$ cat src/wphg_pkg.sv
// Package: types, constants and tables for the waypoint heading guidance block.
`default_nettype none
package wphg_pkg;
   localparam int CORDIC_STEPS  = 16;
   localparam int NUM_WAYPOINTS = 3;
   localparam int StepW = $clog2(CORDIC_STEPS + 1);

   localparam logic [17:0] UPDATE_PERIOD = 18'd20000;
   localparam logic [17:0] ACCUM_MAX     = 18'h3FFFF;
   localparam logic [32:0] NEAR_SQ       = 33'd10000;
   localparam logic signed [15:0] GAIN_Q15 = 16'sd22938;
   localparam logic signed [39:0] CORDIC_K = 40'sd652032875;

   localparam logic [2:0] REG_WP0_X = 3'd0;
   localparam logic [2:0] REG_WP0_Y = 3'd1;
   localparam logic [2:0] REG_WP1_X = 3'd2;
   localparam logic [2:0] REG_WP1_Y = 3'd3;
   localparam logic [2:0] REG_WP2_X = 3'd4;
   localparam logic [2:0] REG_WP2_Y = 3'd5;
   localparam logic [2:0] REG_MAX_STEP = 3'd6;
   localparam logic [2:0] REG_MAX_TURN = 3'd7;

   typedef struct packed {
      logic [15:0]        dt_us;
      logic signed [15:0] pos_x;
      logic signed [15:0] pos_y;
      logic signed [15:0] yaw;
   } req_word_type;

   typedef struct packed {
      logic               updated;
      logic signed [15:0] turn_cmd;
      logic [14:0]        step_cmd;
      logic [1:0]         waypoint_index;
      logic               finished;
   } rsp_word_type;

   // job handed from the front to the back
   typedef struct packed {
      logic               updated;
      logic signed [15:0] pos_x;
      logic signed [15:0] pos_y;
      logic signed [15:0] yaw;
   } job_type;

   typedef enum logic [2:0] {
      ST_IDLE, ST_DIST, ST_ATAN, ST_ERR, ST_COS, ST_FINAL, ST_OUT
   } back_state_type;

   function automatic logic [31:0] atan_entry(input logic [4:0] i);
      logic [31:0] r;
      case (i)
         5'd0:  r = 32'd536870912;
         5'd1:  r = 32'd316933406;
         5'd2:  r = 32'd167458907;
         5'd3:  r = 32'd85004756;
         5'd4:  r = 32'd42667331;
         5'd5:  r = 32'd21354465;
         5'd6:  r = 32'd10679838;
         5'd7:  r = 32'd5340245;
         5'd8:  r = 32'd2670163;
         5'd9:  r = 32'd1335087;
         5'd10: r = 32'd667544;
         5'd11: r = 32'd333772;
         5'd12: r = 32'd166886;
         5'd13: r = 32'd83443;
         5'd14: r = 32'd41722;
         5'd15: r = 32'd20861;
         5'd16: r = 32'd10430;
         5'd17: r = 32'd5215;
         5'd18: r = 32'd2608;
         5'd19: r = 32'd1304;
         5'd20: r = 32'd652;
         5'd21: r = 32'd326;
         5'd22: r = 32'd163;
         5'd23: r = 32'd81;
         default: r = 32'd0;
      endcase
      return r;
   endfunction
endpackage
`default_nettype wire

$ cat src/waypoint_heading_guidance_unit.sv
// Top level of the waypoint heading guidance block.
// channel | direction | handshake        | payload
// req_    | in        | valid / stall    | req_word_type
// rsp_    | out       | valid / stall    | rsp_word_type
// csr_    | in        | valid / ready    | index 3 b, data 16 b
// A word with no update goes to ST_OUT; an update runs ST_DIST, then, unless the
// waypoint is near, CORDIC_STEPS atan2 and CORDIC_STEPS cosine iterations, then ST_OUT.
// Reset is synchronous; control and configuration registers take their reset values,
// datapath and queue storage registers need none.
// The two-entry queue lets the front take words while the back works or stalls.
`default_nettype none
module waypoint_heading_guidance_unit import wphg_pkg::*; (
   input  wire logic         clock,
   input  wire logic         reset,
   input  wire logic         req_valid,
   output logic              req_stall,
   input  wire req_word_type req_word,
   output logic              rsp_valid,
   input  wire logic         rsp_stall,
   output rsp_word_type      rsp_word,
   input  wire logic         csr_valid,
   output logic              csr_ready,
   input  wire logic [2:0]   csr_index,
   input  wire logic [15:0]  csr_data
);
   logic    push, full, not_empty, pop;
   job_type push_job, head;

   wphg_front u_front (.clock, .reset, .req_valid, .req_stall, .req_word,
      .job_valid(push), .job_full(full), .job(push_job));
   wphg_queue u_queue (.clock, .reset, .push, .push_job, .full, .not_empty,
      .pop, .head);
   wphg_back u_back (.clock, .reset, .job_avail(not_empty), .job(head),
      .job_pop(pop), .csr_valid, .csr_ready, .csr_index, .csr_data,
      .rsp_valid, .rsp_stall, .rsp_word);
endmodule
`default_nettype wire

$ cat src/wphg_front.sv
// Front end: time accumulator and classification of each word.
`default_nettype none
module wphg_front import wphg_pkg::*; (
   input  wire logic         clock,
   input  wire logic         reset,
   input  wire logic         req_valid,
   output logic              req_stall,
   input  wire req_word_type req_word,
   output logic              job_valid,
   input  wire logic         job_full,
   output job_type           job
);
   logic [17:0] accum_ff, accum_in;
   logic [18:0] sum;
   logic [17:0] sat;
   logic        upd;

   assign req_stall = job_full;
   assign job_valid = req_valid && !job_full;

   always_comb begin
      sum = {1'b0, accum_ff} + {3'b0, req_word.dt_us};
      sat = sum[18] ? ACCUM_MAX : sum[17:0];
      upd = sat > UPDATE_PERIOD;
      accum_in = upd ? sat - UPDATE_PERIOD : sat;
      job.updated = upd;
      job.pos_x = req_word.pos_x;
      job.pos_y = req_word.pos_y;
      job.yaw = req_word.yaw;
   end

   always_ff @(posedge clock) begin
      if (reset) begin
         accum_ff <= '0;
      end else if (job_valid) begin
         accum_ff <= accum_in;
      end
   end
endmodule
`default_nettype wire

$ cat src/wphg_queue.sv
// Two-entry queue between the front and the back end.
`default_nettype none
module wphg_queue import wphg_pkg::*; (
   input  wire logic    clock,
   input  wire logic    reset,
   input  wire logic    push,
   input  wire job_type push_job,
   output logic         full,
   output logic         not_empty,
   input  wire logic    pop,
   output job_type      head
);
   job_type    mem_ff [2];
   logic       wr_ff, rd_ff;
   logic [1:0] cnt_ff;

   assign full = cnt_ff == 2'd2;
   assign not_empty = cnt_ff != 2'd0;
   assign head = mem_ff[rd_ff];

   always_ff @(posedge clock) begin
      if (push) begin
         mem_ff[wr_ff] <= push_job;
      end
   end

   always_ff @(posedge clock) begin
      if (reset) begin
         wr_ff <= 1'b0;
         rd_ff <= 1'b0;
         cnt_ff <= '0;
      end else begin
         if (push) wr_ff <= !wr_ff;
         if (pop) rd_ff <= !rd_ff;
         cnt_ff <= cnt_ff + {1'b0, push} - {1'b0, pop};
      end
   end

   a_no_overflow: assert property (@(posedge clock) disable iff (reset)
      full |-> !push) else $error("queue overflow");
   a_no_underflow: assert property (@(posedge clock) disable iff (reset)
      !not_empty |-> !pop) else $error("queue underflow");
   a_count: assert property (@(posedge clock) disable iff (reset)
      (push && !pop && !full) |=> cnt_ff == $past(cnt_ff) + 2'd1)
      else $error("queue count");
endmodule
`default_nettype wire

$ cat src/wphg_back.sv
// Back end: distance test, waypoint advance and CORDIC guidance sequencer.
`default_nettype none
module wphg_back import wphg_pkg::*; (
   input  wire logic          clock,
   input  wire logic          reset,
   input  wire logic          job_avail,
   input  wire job_type       job,
   output logic               job_pop,
   input  wire logic          csr_valid,
   output logic               csr_ready,
   input  wire logic [2:0]    csr_index,
   input  wire logic [15:0]   csr_data,
   output logic               rsp_valid,
   input  wire logic          rsp_stall,
   output rsp_word_type       rsp_word
);
   back_state_type state_ff, state_in;
   logic [15:0] wp_ff [6];
   logic [14:0] max_step_ff, max_turn_ff;
   logic [1:0]  tgt_ff, tgt_in;
   logic        done_ff, done_in;
   logic signed [15:0] turn_ff, turn_in;
   logic [14:0] step_ff, step_in;
   logic        upd_ff, upd_in;
   logic signed [39:0] x_ff, x_in, y_ff, y_in;
   logic [31:0] z_ff, z_in;
   logic [StepW-1:0] i_ff, i_in;
   logic signed [16:0] dx_ff, dx_in, dy_ff, dy_in;
   logic signed [15:0] err_ff, err_in;
   logic signed [15:0] yaw_ff, yaw_in;
   logic rsp_valid_ff, rsp_valid_in;

   logic signed [39:0] xs, ys, xn, yn;
   logic [31:0] at;
   logic [15:0] theta;
   logic signed [33:0] prod, dsq;
   logic [32:0] d2;
   logic signed [34:0] tmul;
   logic signed [17:0] turn_w, mt;
   logic signed [40:0] cr;
   logic signed [25:0] cw;
   logic signed [15:0] csat;
   logic [30:0] sp;
   logic [1:0] t;
   logic [31:0] zc;

   assign csr_ready = 1'b1;
   assign rsp_valid = rsp_valid_ff;
   assign rsp_word = '{updated: upd_ff, turn_cmd: turn_ff, step_cmd: step_ff,
                       waypoint_index: tgt_ff, finished: done_ff};

   always_comb begin
      state_in = state_ff;
      tgt_in = tgt_ff; done_in = done_ff; turn_in = turn_ff; step_in = step_ff;
      upd_in = upd_ff; x_in = x_ff; y_in = y_ff; z_in = z_ff; i_in = i_ff;
      dx_in = dx_ff; dy_in = dy_ff; err_in = err_ff; yaw_in = yaw_ff;
      rsp_valid_in = rsp_valid_ff;
      job_pop = 1'b0;
      t = (tgt_ff > 2'd2) ? 2'd2 : tgt_ff;
      xs = x_ff >>> i_ff;
      ys = y_ff >>> i_ff;
      at = atan_entry(5'(i_ff));
      xn = '0; yn = '0;
      prod = dx_ff * dx_ff;
      dsq = dy_ff * dy_ff;
      d2 = 33'(prod) + 33'(dsq);
      theta = 16'((z_ff + 32'h8000) >> 16);
      tmul = err_ff * GAIN_Q15 + 35'sd16384;
      turn_w = 18'(tmul >>> 15);
      mt = $signed({3'b0, max_turn_ff});
      cr = 41'(x_ff) + 41'sd16384;
      cw = 26'(cr >>> 15);
      csat = (cw > 26'sd32767) ? 16'sd32767 : (cw < -26'sd32768) ? -16'sd32768
             : 16'(cw);
      sp = 31'(max_step_ff * $unsigned(csat[14:0]) + 31'd16384);
      zc = {err_ff, 16'h0};
      case (state_ff)
         ST_IDLE: begin
            if (job_avail && (!rsp_valid_ff || !rsp_stall)) begin
               job_pop = 1'b1;
               upd_in = job.updated;
               yaw_in = job.yaw;
               dx_in = $signed({wp_ff[{t, 1'b0}][15], wp_ff[{t, 1'b0}]}) - job.pos_x;
               dy_in = $signed({wp_ff[{t, 1'b1}][15], wp_ff[{t, 1'b1}]}) - job.pos_y;
               rsp_valid_in = 1'b0;
               state_in = job.updated ? ST_DIST : ST_OUT;
            end else if (rsp_valid_ff && !rsp_stall) begin
               rsp_valid_in = 1'b0;
            end
         end
         ST_DIST: begin
            if (d2 < NEAR_SQ) begin
               if (tgt_ff < 2'(NUM_WAYPOINTS - 1)) tgt_in = tgt_ff + 2'd1;
               else done_in = 1'b1;
               state_in = ST_OUT;
            end else begin
               x_in = 40'(dx_ff) <<< 16;
               y_in = 40'(dy_ff) <<< 16;
               z_in = '0;
               if (dx_ff < 0) begin
                  x_in = -(40'(dx_ff) <<< 16);
                  y_in = -(40'(dy_ff) <<< 16);
                  z_in = 32'h8000_0000;
               end
               i_in = '0;
               state_in = ST_ATAN;
            end
         end
         ST_ATAN: begin
            if (y_ff >= 0) begin
               xn = x_ff + ys; yn = y_ff - xs; z_in = z_ff + at;
            end else begin
               xn = x_ff - ys; yn = y_ff + xs; z_in = z_ff - at;
            end
            x_in = xn; y_in = yn;
            i_in = i_ff + 1'b1;
            if (i_ff == StepW'(CORDIC_STEPS - 1)) state_in = ST_ERR;
         end
         ST_ERR: begin
            err_in = $signed(theta - yaw_ff);
            state_in = ST_COS;
            i_in = '0;
         end
         ST_COS: begin
            if (i_ff == '0) begin
               // turn from the error, and cosine start
               turn_in = (turn_w < -mt) ? 16'(-mt) : (turn_w > mt) ? 16'(mt)
                         : 16'(turn_w);
               x_in = CORDIC_K; y_in = '0; z_in = zc;
               if (zc > 32'h4000_0000 && zc < 32'hC000_0000) begin
                  x_in = -CORDIC_K; z_in = zc - 32'h8000_0000;
               end
               i_in = StepW'(1);
            end else begin
               if (!z_ff[31]) begin
                  xn = x_ff - (y_ff >>> (i_ff - 1'b1));
                  yn = y_ff + (x_ff >>> (i_ff - 1'b1));
                  z_in = z_ff - atan_entry(5'(i_ff - 1'b1));
               end else begin
                  xn = x_ff + (y_ff >>> (i_ff - 1'b1));
                  yn = y_ff - (x_ff >>> (i_ff - 1'b1));
                  z_in = z_ff + atan_entry(5'(i_ff - 1'b1));
               end
               x_in = xn; y_in = yn;
               i_in = i_ff + 1'b1;
               if (i_ff == StepW'(CORDIC_STEPS)) state_in = ST_FINAL;
            end
         end
         ST_FINAL: begin
            step_in = (csat <= 0) ? 15'd0 : 15'(sp >> 15);
            state_in = ST_OUT;
         end
         ST_OUT: begin
            rsp_valid_in = 1'b1;
            state_in = ST_IDLE;
         end
         default: state_in = ST_IDLE;
      endcase
   end

   always_ff @(posedge clock) begin
      if (reset) begin
         state_ff <= ST_IDLE;
         rsp_valid_ff <= 1'b0;
         tgt_ff <= '0;
         done_ff <= 1'b0;
         turn_ff <= 16'sd8192;
         step_ff <= 15'd16384;
         wp_ff[REG_WP0_X] <= 16'd500;
         wp_ff[REG_WP0_Y] <= 16'd0;
         wp_ff[REG_WP1_X] <= 16'd500;
         wp_ff[REG_WP1_Y] <= 16'd500;
         wp_ff[REG_WP2_X] <= 16'd250;
         wp_ff[REG_WP2_Y] <= -16'sd250;
         max_step_ff <= 15'd16384;
         max_turn_ff <= 15'd8192;
      end else begin
         state_ff <= state_in;
         rsp_valid_ff <= rsp_valid_in;
         tgt_ff <= tgt_in;
         done_ff <= done_in;
         turn_ff <= turn_in;
         step_ff <= step_in;
         if (csr_valid) begin
            case (csr_index)
               REG_MAX_STEP: max_step_ff <= csr_data[14:0];
               REG_MAX_TURN: max_turn_ff <= csr_data[14:0];
               default: wp_ff[csr_index] <= csr_data;
            endcase
         end
      end
   end

   always_ff @(posedge clock) begin
      upd_ff <= upd_in; x_ff <= x_in; y_ff <= y_in; z_ff <= z_in; i_ff <= i_in;
      dx_ff <= dx_in; dy_ff <= dy_in; err_ff <= err_in; yaw_ff <= yaw_in;
   end

   a_pop_idle: assert property (@(posedge clock) disable iff (reset)
      job_pop |-> state_ff == ST_IDLE) else $error("pop outside idle");
   a_out_valid: assert property (@(posedge clock) disable iff (reset)
      state_ff == ST_OUT |=> rsp_valid_ff) else $error("result lost");
   a_hold: assert property (@(posedge clock) disable iff (reset)
      (rsp_valid_ff && rsp_stall) |=> rsp_valid_ff && $stable(tgt_ff))
      else $error("stalled result changed");
endmodule
`default_nettype wire
$ cat config.mk
export PLATFORM = sky130hd
export DESIGN_NAME = waypoint_heading_guidance_unit
export DESIGN_NICKNAME = d
export VERILOG_FILES = /design/src/wphg_pkg.sv /design/src/waypoint_heading_guidance_unit.sv /design/src/wphg_front.sv /design/src/wphg_queue.sv /design/src/wphg_back.sv
export SDC_FILE = /design/constraint.sdc
export NUM_CORES = 2
export LEC_CHECK = 0
export ABC_AREA = 1
export BUFFER_PORTS_ARGS = -buffer_cell sky130_fd_sc_hd__buf_2
export CELL_PAD_IN_SITES_DETAIL_PLACEMENT = 1
export CELL_PAD_IN_SITES_GLOBAL_PLACEMENT = 1
export CORE_MARGIN = 2
export CORE_UTILIZATION = 49
export CTS_BUF_LIST = sky130_fd_sc_hd__clkbuf_4 sky130_fd_sc_hd__clkbuf_8 sky130_fd_sc_hd__clkbuf_16
export DETAILED_ROUTE_END_ITERATION = 12
export PLACE_DENSITY_LB_ADDON = 0.1
export SLEW_MARGIN = 25
export SYNTH_ARGS = -nofsm -noshare
export SYNTH_HDL_FRONTEND = slang
export SYNTH_SLANG_ARGS = --single-unit
$ cat constraint.sdc
create_clock -name clock -period 19.6 [get_ports clock]
set_input_delay 3.92 -clock clock [delete_from_list [all_inputs] [get_ports clock]]
set_output_delay 3.92 -clock clock [all_outputs]
set_load 0.005 [all_outputs]
==> results.json <==
{
  "hold_viol": 0,
  "yosysTopAreaCell": "fa_1",
  "slew_headroom": 0.2175,
  "critPathMaxFanout": 20,
  "gp_congestion": 1.003,
  "die-area_sq_um": 178800,
  "multi_input_area_sq_um": 61590,
  "pin_count": 126,
  "cts_buffers": 61,
  "drive_above_1_share": 0.04742,
  "nNetsFinal": 13370,
  "yosysTopAreaCellShare": 0.2006,
  "cts_sinks": 531,
  "reg2reg_slack_ns": 8.34,
  "setup_viol": 0,
  "grt_pass1_wl_um": 530800,
  "cap_violations": 0,
  "r2r_start": "u_back.dy_ff[1]$_DFFE_PP_",
  "ant_nets": 0,
  "dr_total_vias": 82590,
  "required_ns": 20.24,
  "tns_ns": 0,
  "grt_start_max_net_pins": 156,
  "critPathLaunchType": "flop",
  "postCtsHoldBufs": 0,
  "root_buffer": "clkbuf_16",
  "finalMaxSlewViolations": 0,
  "syn_area_per_cell_sq_um": 7.295,
  "synth_area_sq_um": 85940,
  "crit_top_cell": "fa_1",
  "routed_wl_um": 351200,
  "yosysUniqueCellTypes": 85,
  "yosysWarnings": 0,
  "dpl_cell_area_sq_um": 88480,
  "grt-ovfl-total": 0,
  "rsz0062_at_grt": "false",
  "drc": 0,
  "grtUsageTotal": 0.3871,
  "status": "finished clean",
  "initial_utilization": 0.4939,
  "clk_path_buf_depth": 3,
  "hold_path_depth": 2,
  "numPortBuffers": 124,
  "hpwl_um": 287700,
  "met1_length_um": 143100,
  "ys_seq_area_frac": 0.1714,
  "postSynthCellCount": 11780,
  "ys_ff_latch": 531,
  "period_share": 0.5743,
  "die_h_um": 422.8,
  "path_clk_slew_ns": 0.07,
  "synth_edf_count": 410,
  "yosys-top-cells-area": "fa_1 20%, edfxtp_1 14%, nand2_1 11%, ha_1 11%, inv_1 9.2%",
  "crit_slowest_cell": "fa_1",
  "fin_skew_ns": 0.06902,
  "final_cell_area_sq_um": 90660,
  "fin_crit_ns": 11.26,
  "regArea_sq_um": 14740,
  "clock_latency_ns": 0.75,
  "rr_endpoint": "u_back.at[21]$_SDFF_PP0_",
  "dr.pass1.iters": 6,
  "synthFlopType": "edfxtp_1",
  "cp_slowest_stage_delay_ns": 0.85,
  "core_sq_um": 174000,
  "wl_met3_um": 26310,
  "htreeDepth": 2,
  "cts_setup_buffers": 0,
  "drt_iter0_markers": 7161,
  "reg2regPathDepth": 35,
  "placement_rows": 153,
  "crit_path_end_kind": "flop",
  "wl_per_cell_um": 24.95,
  "die_x_um": 422.8,
  "top_layer": "met5",
  "hold-path-endpoint": "u_back.turn_ff[2]$_SDFFE_PP0P_",
  "fmax_ghz": 0.08885,
  "area_growth_pct": 5.481,
  "crit_type": "reg2reg",
  "cts_resized": 0,
  "arrival_ns": 11.89,
  "routed_via_density": 5.868,
  "cts_tree": "yes",
  "grt_pass1_vias": 86650,
  "tightest_slew_ns": 1.162,
  "hp-class": "reg2reg",
  "antenna_found_initial": 4,
  "async_reset_ff_frac": 0,
  "num-fill-cells": 22400,
  "met2WireLength_um": 161600,
  "min-delay-start": "u_back.turn_ff[2]$_SDFFE_PP0P_"
}
## cell usage after synthesis (all sizes together) (181+ instances only)
| cell type | count |
|---|---|
| nand3 | 415 |
| fa | 861 |
| a21oi | 732 |
| ha | 726 |
| xor2 | 308 |
| inv | 2146 |
| edfxtp | 410 |
| nand2 | 2610 |
| nor2 | 1116 |
| clkbuf | 195 |
| o21ai | 945 |
| buf | 181 |
## sequential cells by signal, summed over array words and instances, names as in the netlist, 17 cells and up, named ones only
name / flops
u_back.at: 30
u_back.dx_ff: 17
u_back.dy_ff: 17
u_back.wp_ff: 128
u_back.x_ff: 40
u_back.y_ff: 40
u_back.z_ff: 32
u_front.accum_ff: 18
u_queue.mem_ff: 98
## per-layer routing
| layer | vias up | GRT usage |
|---|---|---|
| met1 | 41270 | 0.5048 |
| met3 | 763 | 0.05898 |
| met5 | - | 0 |
| met2 | 3136 | 0.6273 |
| met4 | 4 | 0.1889 |
| li1 | 37410 | - |
## per-stage QoR
step / util / worst slack (ns) / hold WS [ns] / instances
floorplan: - / 3.151 / 0.4304 / 11810
CTS: 0.5208 / 8.420 / 0.4710 / 14070
detailed placement: 0.5085 / 8.417 / 0.4540 / 13960
global placement: 0.5084 / 8.710 / 0.4359 / 13960
finish: 0.5210 / 8.345 / 0.4694 / 14070
global route: 0.5209 / 7.480 / 0.4851 / 14070
## cells in the final DEF (no fill, tap or decap), types with 38 or more instances in the layout
cell | synthesis | final
mux2i_1 | 83 | 83
xnor2_1 | 140 | 140
o21ai_0 | 659 | 658
o211ai_1 | 63 | 63
xor2_1 | 308 | 308
a21oi_1 | 724 | 723
clkbuf_16 | 0 | 63
nor4_1 | 40 | 40
o21a_1 | 38 | 38
buf_4 | 21 | 67
o22ai_1 | 50 | 50
a31oi_1 | 51 | 51
or2_2 | 70 | 70
fa_1 | 861 | 861
nand3_1 | 410 | 410
inv_1 | 2116 | 2112
nand2_1 | 2586 | 2584
edfxtp_1 | 410 | 410
nand4_1 | 85 | 85
ha_1 | 726 | 723
nor3_1 | 107 | 105
o21ai_1 | 265 | 266
buf_2 | 72 | 124
dfxtp_1 | 121 | 120
nor2_1 | 1090 | 1083
## critical path, delay by kind of cell (launching register included)
kind / cells / cell delay, ns
simple gates: 11 / 2.57
compound gates: 5 / 1.06
buf+inv: 8 / 1.35
fa+ha+maj: 10 / 5.27
flops: 1 / 0.76
xor+xnor: 1 / 0.15
## cells by family after synthesis
logic type      after synthesis  share of synthesized area
other cells                   2                 0.00008738
mux                         101                    0.01203
compound gates             2076                     0.1345
buf+inv                    2529                     0.1144
xor+xnor                    448                    0.04565
fa+ha+maj                  1587                     0.3062
simple gates               4508                     0.2157
flops                       531                     0.1714
## final cells by class
| class | instances | share of cell area |
|---|---|---|
| diodes | 2 | 0.00005521 |
| clock buffers | 73 | 0.01856 |
| clock inverters | 43 | 0.005176 |
| inverters | 2153 | 0.08926 |
| multi-input cells | 8753 | 0.6794 |
| flip-flops and latches | 531 | 0.1625 |
| well taps | 2325 | 0.03209 |
| repair buffers | 194 | 0.01290 |
## how the worst max path moves through the flow
stage                                           to                        from
after global routing          u_back.at[2]$_DFF_P_   u_back.dy_ff[1]$_DFFE_PP_
after floorplan           u_back.x_ff[0]$_DFFE_PP_  u_back.dy_ff[16]$_DFFE_PP_
after CTS                 u_back.at[21]$_SDFF_PP0_   u_back.dy_ff[3]$_DFFE_PP_
after global placement        u_back.at[4]$_DFF_P_   u_back.dy_ff[3]$_DFFE_PP_
final                     u_back.at[21]$_SDFF_PP0_   u_back.dy_ff[1]$_DFFE_PP_
after detailed placement      u_back.at[3]$_DFF_P_   u_back.dy_ff[3]$_DFFE_PP_
Power is not shown: default switching activity piles up to over one toggle a cycle in this logic, so the estimate is an artifact.
